<file path="config.mk">
export PLATFORM = sky130hd
export DESIGN_NAME = oaid_cell
export DESIGN_NICKNAME = d
export VERILOG_FILES = /design/src/hdl/oaid_pkg.sv /design/src/hdl/oaid_cell.sv
export SDC_FILE = /design/constraint.sdc
export NUM_CORES = 1
export LEC_CHECK = 0
export ABC_CLOCK_PERIOD_IN_PS = 2500
export BUFFER_PORTS_ARGS = -buffer_cell sky130_fd_sc_hd__buf_2
export CORE_MARGIN = 2
export CORE_UTILIZATION = 37
export CTS_CLUSTER_SIZE = 40
export DETAILED_ROUTE_END_ITERATION = 8
export GPL_TIMING_DRIVEN = 0
export PLACE_DENSITY_LB_ADDON = 0.25
export SLEW_MARGIN = 0
export SYNTH_ARGS = -nofsm -noshare
export SYNTH_HDL_FRONTEND = slang
export SYNTH_SLANG_ARGS = --single-unit
</file>
<file path="constraint.sdc">
create_clock -name aclk -period 2.5 [get_ports aclk]
set_clock_uncertainty 0.2 [all_clocks]
set_input_delay 0.25 -clock aclk [delete_from_list [all_inputs] [get_ports aclk]]
set_output_delay 0.25 -clock aclk [all_outputs]
set_load 0.03 [all_outputs]
</file>
<file path="src/hdl/oaid_pkg.sv">
// Package for the ordered array insert/delete unit.
// Holds field widths, command and status codes, the cell operation and sequencer types.
// No dependencies.
package oaid_pkg;

    // Field widths fixed by the item format.
    localparam int CMD_W  = 2;
    localparam int VAL_W  = 32;
    localparam int POS_W  = 7;
    localparam int STAT_W = 2;
    localparam int OUT_CNT_W = 7;

    // Command codes carried in s_tuser.
    localparam logic [CMD_W-1:0] CMD_INSERT = 2'd0;
    localparam logic [CMD_W-1:0] CMD_DELETE = 2'd1;
    localparam logic [CMD_W-1:0] CMD_READ   = 2'd2;

    // Result status codes.
    localparam logic [STAT_W-1:0] STAT_OK    = 2'd0;
    localparam logic [STAT_W-1:0] STAT_RANGE = 2'd1;
    localparam logic [STAT_W-1:0] STAT_FULL  = 2'd2;

    // Operation broadcast to every cell of the chain.
    typedef enum logic [1:0] {
        OP_HOLD,
        OP_INSERT,
        OP_MARK,
        OP_COMPACT
    } cell_op_t;

    // Control bundle sent from the sequencer to the cells.
    typedef struct packed {
        cell_op_t          op;
        logic [POS_W-1:0]  position;
    } cell_ctl_t;

    // Sequencer states.
    typedef enum logic {
        ST_IDLE,
        ST_COMPACT
    } seq_state_t;

endpackage

</file>
<file path="src/hdl/oaid_cell.sv">
// One cell of the element chain: stores one element and a hole flag.
// Takes its neighbors' contents to shift up on insert and to close gaps on delete.
// Depends on oaid_pkg.
module oaid_cell #(
    parameter int INDEX = 0,
    parameter int CNT_W = 7,
    parameter int ELEM_W = 32
) (
    input  logic                     aclk,
    input  logic                     aresetn,
    input  oaid_pkg::cell_ctl_t      ctl,
    input  logic [CNT_W-1:0]         count,
    input  logic [ELEM_W-1:0]        value,
    input  logic [ELEM_W-1:0]        below_elem,
    input  logic                     below_hole,
    input  logic [ELEM_W-1:0]        above_elem,
    input  logic                     above_hole,
    output logic [ELEM_W-1:0]        elem,
    output logic                     hole,
    output logic                     match
);

    localparam int CMP_W = (CNT_W > oaid_pkg::POS_W) ? CNT_W : oaid_pkg::POS_W;
    localparam logic [CMP_W-1:0] MY_INDEX = CMP_W'(INDEX);

    logic [ELEM_W-1:0] elem_reg, elem_next;
    logic              hole_reg, hole_next;
    logic [CMP_W-1:0]  pos_ext, cnt_ext;

    assign pos_ext = CMP_W'(ctl.position);
    assign cnt_ext = CMP_W'(count);

    // A live element equal to the delete value.
    assign match = (MY_INDEX < cnt_ext) && (elem_reg == value);

    // Next contents of the cell.
    always_comb begin
        elem_next = elem_reg;
        hole_next = hole_reg;
        unique case (ctl.op)
            oaid_pkg::OP_INSERT: begin
                if (MY_INDEX == pos_ext) begin
                    elem_next = value;
                end else if ((MY_INDEX > pos_ext) && (MY_INDEX <= cnt_ext)) begin
                    elem_next = below_elem;
                end
            end
            oaid_pkg::OP_MARK: begin
                hole_next = match;
            end
            oaid_pkg::OP_COMPACT: begin
                // A hole takes a kept element from above; a kept element
                // over a hole hands itself down and becomes a hole.
                if (hole_reg && !above_hole) begin
                    elem_next = above_elem;
                    hole_next = 1'b0;
                end else if (!hole_reg && below_hole) begin
                    hole_next = 1'b1;
                end
            end
            default: begin
                elem_next = elem_reg;
            end
        endcase
    end

    always_ff @(posedge aclk) begin
        elem_reg <= elem_next;
    end

    always_ff @(posedge aclk) begin
        if (!aresetn) begin
            hole_reg <= 1'b0;
        end else begin
            hole_reg <= hole_next;
        end
    end

    assign elem = elem_reg;
    assign hole = hole_reg;

endmodule

</file>
==> results.sh, run 1 <==
export IMPL_dp_hpwl_mm=4.87
export IMPL_portBuffers=149
export IMPL_grt_ovfl_total=0
export IMPL_final_nets=475
export IMPL_cts_buffers=5
export IMPL_drv_cap=0
export IMPL_coreArea_um2=5470
export IMPL_ys_async_sr_fraction=0
export IMPL_grt_pass1_vias=2011
export IMPL_reg2reg_from="elem[3]"
export IMPL_cts_root_buf="clkbuf_8"
export IMPL_worstHoldStart="aresetn"
export IMPL_die_area_um2=6220
export IMPL_gp_congestion=0.747
export IMPL_drt_pass1_iter_count=4
export IMPL_finalNonFillerCells=432
export IMPL_worst_slew_pin_slew_ps=585
export IMPL_synthCells=203
export IMPL_ant_nets=0
export IMPL_crit_start="elem[3]"
export IMPL_tritoncts="yes"
export IMPL_dr_total_vias=2074
export IMPL_postLayoutCoreUtil=0.552
export IMPL_ys_seq_area_frac=0.473
export IMPL_ir_drop_mv=0.256
export IMPL_synth_top_area_frac=0.463
export IMPL_arrival_ps=1860
export IMPL_netlist_top_cells_count="nand2_1 (39), o21ai_0 (33), edfxtp_1 (32)"
export IMPL_timing_fmax_mhz=434
export IMPL_drt_iter0_markers=82
export IMPL_synth_net_count=319
export IMPL_internal_power_uw=1020
export IMPL_synthTopCellsByArea="edfxtp_1 (46%), mux2i_1 (14%), xnor2_1 (11%)"
export IMPL_diodes=0
export IMPL_clock_latency_ps=290
export IMPL_holdPathStages=2
export IMPL_htreeDepth=2
export IMPL_power_leakage_uw=0.00147
export IMPL_cts_hold_fix_buffers=0
export IMPL_drc=0
export IMPL_die_h_um=78.9
export IMPL_synth_cell_types=23
export IMPL_worstPathMaxFanout=2
export IMPL_avgSynthCellArea_um2=10.2
export IMPL_yosys_warnings=0
export IMPL_status="completed"
export IMPL_switching_share=0.232
export IMPL_critPathKind="flop to output pin"
export IMPL_yosysTopAreaCell="edfxtp_1"
export IMPL_placed_area_um2=2910
export IMPL_die_x_um=78.9
export IMPL_sequentialPowerShare=0.464
export IMPL_multiInputGateArea_um2=1050
export IMPL_setup_worst_path_end_class="output pin"
export IMPL_synth_edff_count=32
export IMPL_switchingPower_uw=309
export IMPL_yosysMostFrequentCell="nand2_1"
export IMPL_synth_seq_cells=33
export IMPL_grt_max_degree=33
export IMPL_drt_wl_total_mm=6.39
export IMPL_post_route_min_period_ps=2310
export IMPL_p_comb_frac=0.163
export IMPL_cp_start_kind="flop"
export IMPL_path_cells="xor2_1 -> a221o_1 -> nor4_1 -> and4_1 -> buf_2"
export IMPL_maxSlewViolCount=0
export IMPL_wl_per_cell_um=14.8
export IMPL_rr_worst_depth=5
export IMPL_cp_required_ps=2050
export IMPL_pin_count=150
export IMPL_synth_area_um2=2070
export IMPL_p_clk_frac=0.373
export IMPL_synthFlopType="edfxtp_1"
export IMPL_hp_class="input pin to flop"
export IMPL_largest_reg_flops=32
export IMPL_finalCritPeriodShare=0.923
export IMPL_path_clk_slew_ps=70
export IMPL_clock_path_buffers=2
export IMPL_area_growth_pct=45.5
export IMPL_seqCellArea_um2=981
export IMPL_rsz0062_at_grt="false"
export IMPL_finalSetupViolations=0
export IMPL_track_usage=0.205
export IMPL_fin_area_um2=3020
export IMPL_viasPerCell=4.80
export IMPL_fillCellCount=558
export IMPL_rows=27
export IMPL_grt_pass1_wl_mm=9.74
export IMPL_hold_violations=0
export IMPL_cts_sinks=33
export IMPL_antenna_found_initial=0
export IMPL_placed_cells=424
export IMPL_slew_headroom=0.610
export IMPL_fin_hold_ws_ps=8.02
export IMPL_drive_above_1_share=0.447
export IMPL_crit_slowest_cell="edfxtp_1"
export IMPL_initial_core_util=0.379
export IMPL_powerDensity_nw_per_um2=442
export IMPL_critPathMaxStageDelay_ps=410
critical path: cells and delay by family (launching register included):
family	cells	cell delay, ps
AOI/OAI and AO/OA	1	280
and+or+nand+nor	2	500
DFF	1	410
buffers and inverters	1	210
xor gates and xnor gates	1	180
logic make-up (layout without fill, tap and decap cells):
group | count (synthesis) | after routing | synth area share
compound gates | 39 | 39 | 0.101
mux | 30 | 30 | 0.145
flops | 33 | 33 | 0.473
simple gates | 59 | 59 | 0.131
xor+xnor | 30 | 30 | 0.127
buf+inv | 12 | 169 | 0.0235
worst paths after layout:
path                end  slack (ps)
setup / recovery  match         190
hold / removal     hole           8
setup reg to reg   hole         750
hold reg to reg    hole         450
layout by cell type (no fill, tap or decap), types with 3 or more instances in the layout:
master,Yosys,final
buf_2,3,152
clkbuf_1,7,8
clkbuf_8,0,5
edfxtp_1,32,32
mux2i_1,30,30
nand2_1,39,39
nand4_1,6,6
nor2_1,4,4
nor4_1,3,3
o21ai_0,33,33
xnor2_1,25,25
xor2_1,5,5
per-layer routing:
metal | share of wire | GRT usage | wire length [um] | vias to the layer above
met5 | 0 | 0 | 0 | -
met4 | 0.0094 | 0.0431 | 60 | 0
met3 | 0.088 | 0.0489 | 563 | 8
met2 | 0.46 | 0.357 | 2940 | 105
met1 | 0.44 | 0.261 | 2820 | 910
li1 | - | - | - | 1051
stage by stage:
| step | setup slack, ps | total power, uW | TNS [ps] |
|---|---|---|---|
| floorplan | 308 | 723 | 0 |
| global placement | -222 | 846 | -7070 |
| detailed placement | -264 | 851 | -8420 |
| CTS | 48.8 | 1340 | 0 |
| global route | 90.0 | 1390 | 0 |
| finish | 194 | 1330 | 0 |
area by class of cell:
cell class / count / share of cell area
inverter: 2 / 0.00249
timing repair buffer: 149 / 0.247
sequential: 33 / 0.325
buffer: 10 / 0.0137
multi-input combinational: 158 / 0.347
clock buffer: 6 / 0.0240
tap: 72 / 0.0298
clock inverter: 2 / 0.0112
repair_timing:
| item | CTS | global route |
|---|---|---|
| hold endpoints to repair | 0 | 0 |
| gates resized for setup | 0 | 1 |
| buffers inserted | 0 | 0 |
| setup endpoints to repair | 0 | 32 |
power groups by stage:
stage	Sequential, uW	Combinational, uW	Clock (uW)
6_report	619	218	498
5_1_grt	619	245	523
3_5_place_dp	631	220	0
4_1_cts	619	220	505
3_3_place_gp	631	215	0
2_1_floorplan	638	84.7	0
Note: power is estimated with default switching activity, not from simulation.
==> run 2: changes to the inputs <==
Settings changed: PLACE_DENSITY from default to 0.74, PLACE_DENSITY_LB_ADDON 0.25 to default.
==> results.sh, run 2 (synthesized netlist as in run 1, its figures left out) <==
export IMPL_grt_pass1_vias=2129
export IMPL_drive_above_1_share=0.454
export IMPL_ir_drop_mv=0.306
export IMPL_drt_pass1_iter_count=4
export IMPL_die_h_um=78.9
export IMPL_grt_ovfl_total=0
export IMPL_die_x_um=78.9
export IMPL_initial_core_util=0.379
export IMPL_worstHoldStart="above_elem[15]"
export IMPL_rsz0062_at_grt="false"
export IMPL_use_met2=0.390
export IMPL_wl_per_cell_um=15.5
export IMPL_status="completed"
export IMPL_crit_start="elem[21]"
export IMPL_finalNonFillerCells=433
export IMPL_final_common_cell="buf_2"
export IMPL_timing_fmax_mhz=419
export IMPL_layout_common_cells="buf_2 (151), nand2_1 (39), o21ai_0 (33)"
export IMPL_slew_headroom=0.599
export IMPL_fin_hold_ws_ps=24.7
export IMPL_coreArea_um2=5470
export IMPL_portBuffers=149
export IMPL_dr_total_vias=2121
export IMPL_busiest_layer="met2"
export IMPL_drc=0
export IMPL_reg2reg_from="elem[21]"
export IMPL_post_route_min_period_ps=2390
export IMPL_powerDensity_nw_per_um2=473
export IMPL_clock_path_buffers=2
export IMPL_power_leakage_uw=0.00149
export IMPL_finalSetupViolations=0
export IMPL_grt_max_degree=33
export IMPL_clock_latency_ps=300
export IMPL_pin_count=150
export IMPL_diodes=0
export IMPL_setup_worst_path_end_class="output pin"
export IMPL_dp_hpwl_mm=5.12
export IMPL_viasPerCell=4.90
export IMPL_area_growth_pct=47.8
export IMPL_arrival_ps=1940
export IMPL_die_area_um2=6220
export IMPL_maxSlewViolCount=0
export IMPL_final_nets=476
export IMPL_path_clk_slew_ps=80
export IMPL_tritoncts="yes"
export IMPL_placed_cells=424
export IMPL_rows=27
export IMPL_grt_pass1_wl_mm=10.5
export IMPL_cts_root_buf="clkbuf_8"
export IMPL_hold_violations=0
export IMPL_postLayoutCoreUtil=0.560
export IMPL_largest_reg_flops=32
export IMPL_pre_cts_slack_ps=-237
export IMPL_worst_slew_pin_slew_ps=601
export IMPL_drt_iter0_markers=82
export IMPL_critPathKind="flop to output pin"
export IMPL_finalCritPeriodShare=0.954
export IMPL_worst_slack_ps=114
export IMPL_cp_start_kind="flop"
export IMPL_track_usage=0.222
export IMPL_worstPathMaxFanout=2
export IMPL_cp_required_ps=2050
export IMPL_cts_sinks=33
export IMPL_ant_nets=0
export IMPL_htreeDepth=2
export IMPL_tns_ps=0
export IMPL_drt_wl_total_mm=6.73
export IMPL_antenna_found_initial=0
export IMPL_gp_congestion=0.798
export IMPL_met1_usage=0.267
export IMPL_grt_use_met3=0.0500
export IMPL_hp_class="input pin to flop"
export IMPL_cts_buffers=5
export IMPL_drv_cap=0
## run 2: path summary, 6_finish.rpt
kind	cells past startpoint	slack [ps]	to
hold / removal	3	20	elem[15]
setup / recovery	5	110	match
setup reg to reg	5	680	hole
hold reg to reg	3	460	hole
## run 2: timing repair
item	in CTS	in global routing
endpoints found under the setup margin	0	33
hold endpoints to repair	1	0
resized for setup	0	3
setup buffers	0	0
hold buffers	1	0
## run 2: through the flow
stage	total power [uW]	area (um2)
after global routing	1510	3070
after CTS	1450	3060
after detailed placement	854	2910
final	1450	3070
after floorplan	723	2080
after global placement	846	2910
## run 2: critical path, cell delays in order, from the launching register on
cell and delay (ps):
edfxtp_1 420, xnor2_1 190, o221ai_1 140, nor4_1 380
and4_1 310, clkbuf_4 210
## run 2: power breakdown
part           internal [uW]  leakage (uW)  total (uW)  switching (uW)
clock                    396     0.0000681         606             210
combinational            116       0.00113         224             108
sequential               616      0.000297         619            2.88
## run 2: final cells by class
type,instances,area (um2)
timing repair buffer,150,758
sequential,33,981
clock buffer,5,68.8
fill,515,2410
buffer,10,41.3
multi-input combinational,158,1050
tap,72,90.1
clock inverter,3,65.1
inverter,2,7.51
## run 2: layer usage
metal	vias up	routed length, um	share of wire
li1	1049	-	-
met1	953	2840	0.42
met2	110	3330	0.50
met3	9	454	0.067
met4	0	104	0.015
met5	-	0	0
==> run 3: changes to the inputs <==
Settings changed: RECOVER_POWER from default to 50.
==> results.sh, run 3 (synthesized netlist as in run 1, its figures left out) <==
export IMPL_gp_congestion=0.798
export IMPL_pin_count=150
export IMPL_arrival_ps=1930
export IMPL_tritoncts="yes"
export IMPL_viasPerCell=4.91
export IMPL_dp_hpwl_mm=5.12
export IMPL_worstHoldStart="above_elem[15]"
export IMPL_worstPathMaxFanout=2
export IMPL_largest_reg_flops=32
export IMPL_path_clk_slew_ps=80
export IMPL_worst_slack_ps=123
export IMPL_drt_wl_total_mm=6.76
export IMPL_area_growth_pct=45.6
export IMPL_grt_pass1_vias=2129
export IMPL_diodes=0
export IMPL_pre_cts_slack_ps=-237
export IMPL_critPathKind="flop to output pin"
export IMPL_reg2reg_from="elem[21]"
export IMPL_fillCellCount=535
export IMPL_ant_nets=0
export IMPL_portBuffers=149
export IMPL_powerDensity_nw_per_um2=479
export IMPL_setup_worst_path_end_class="output pin"
export IMPL_initial_core_util=0.379
export IMPL_grt_ovfl_total=0
export IMPL_die_h_um=78.9
export IMPL_drc=0
export IMPL_drv_cap=0
export IMPL_rr_endpoint="hole"
export IMPL_antenna_found_initial=0
export IMPL_grt_pass1_wl_mm=10.5
export IMPL_critPathMaxStageDelay_ps=430
export IMPL_coreArea_um2=5470
export IMPL_worst_slew_pin_slew_ps=946
export IMPL_path_cells="xnor2_1 -> o221ai_1 -> nor4_1 -> and4_1 -> clkbuf_4"
export IMPL_drt_pass1_iter_count=4
export IMPL_power_leakage_uw=0.00139
export IMPL_clock_path_buffers=2
export IMPL_r2r_setup_slack_ps=680
export IMPL_layout_common_cells="buf_2 (115), clkbuf_1 (43), nand2_1 (39)"
export IMPL_fin_area_um2=3020
export IMPL_placed_area_um2=2910
export IMPL_cp_required_ps=2050
export IMPL_timing_fmax_mhz=421
export IMPL_htreeDepth=2
export IMPL_hold_path_end="elem[15]"
export IMPL_cts_sinks=33
export IMPL_finalCritPeriodShare=0.951
export IMPL_hp_class="input pin to flop"
export IMPL_rsz0062_at_grt="false"
export IMPL_cts_buffers=5
export IMPL_die_area_um2=6220
export IMPL_drive_above_1_share=0.355
export IMPL_rows=27
export IMPL_maxSlewViolCount=0
export IMPL_hold_violations=0
export IMPL_crit_slowest_cell="edfxtp_1"
export IMPL_dr_total_vias=2126
export IMPL_grt_max_degree=33
export IMPL_cp_start_kind="flop"
export IMPL_track_usage=0.222
export IMPL_slew_headroom=0.369
export IMPL_final_common_cell="buf_2"
export IMPL_fin_hold_ws_ps=27.5
export IMPL_finalSetupViolations=0
export IMPL_drt_iter0_markers=81
export IMPL_wl_per_cell_um=15.6
export IMPL_die_x_um=78.9
export IMPL_ir_drop_mv=0.307
export IMPL_clock_latency_ps=290
export IMPL_post_route_min_period_ps=2380
export IMPL_holdPathStages=3
export IMPL_final_nets=476
export IMPL_cts_root_buf="clkbuf_8"
export IMPL_status="completed"
export IMPL_rr_worst_depth=5
[run 3: cell types whose count changed in the layout (fill, tap and decap cells not counted)]
cell,delta
and2_1,-1
buf_2,-36
clkbuf_1,+36
and2_0,+1
[run 3: what timing repair did]
action | in CTS | in global routing
setup buffers | 0 | 0
gates resized for setup | 0 | 3
endpoints found under the hold margin | 1 | 0
hold buffers | 1 | 0
endpoints found under the setup margin | 0 | 33
[run 3: final cells by class]
type / count / area [um2] / area share
repair buffers: 150 / 716 / 0.237
multi-input cells: 158 / 1050 / 0.349
inverters: 2 / 7.51 / 0.00249
clock inverters: 3 / 65.1 / 0.0215
well taps: 72 / 90.1 / 0.0298
plain buffers: 10 / 38.8 / 0.0128
flip-flops and latches: 33 / 981 / 0.325
clock buffers: 5 / 68.8 / 0.0228
[run 3: worst max-delay path by stage]
stage / start / end / slack, ps
after global routing: elem[21] / match / 60
final: elem[21] / match / 120
after detailed placement: ctl[4] / elem[23] / -240
after global placement: ctl[4] / elem[24] / -180
after floorplan: ctl[4] / elem[0] / 310
after CTS: ctl[4] / elem[5] / 60
[run 3: power breakdown]
| part | total (uW) | switching (uW) | internal, uW |
|---|---|---|---|
| Sequential | 619 | 3.01 | 616 |
| Combinational | 223 | 108 | 114 |
| Clock | 605 | 209 | 396 |
[run 3: metrics by stage]
step / cells / total power (uW) / TNS [ps] / utilization
2_1_floorplan: 203 / 723 / 0 / -
3_3_place_gp: 424 / 846 / -5800 / 0.532
3_5_place_dp: 424 / 854 / -7560 / 0.532
4_1_cts: 433 / 1450 / 0 / 0.558
5_1_grt: 433 / 1510 / 0 / 0.552
6_report: 433 / 1450 / 0 / 0.552
[run 3: per-layer routing]
layer  vias to the layer above  share of wire  global-route usage
met5                         -              0                   0
met4                         0          0.013              0.0759
met3                         8          0.066              0.0500
met1                       953           0.43               0.267
met2                       115           0.49               0.390
li1                       1050              -                   -
[run 3: worst max-delay path, delay by kind of cell, from the launching register on]
family	cells	cell delay [ps]
simple gates	2	670
xor+xnor	1	190
compound gates	1	140
flops	1	430
buf+inv	1	210
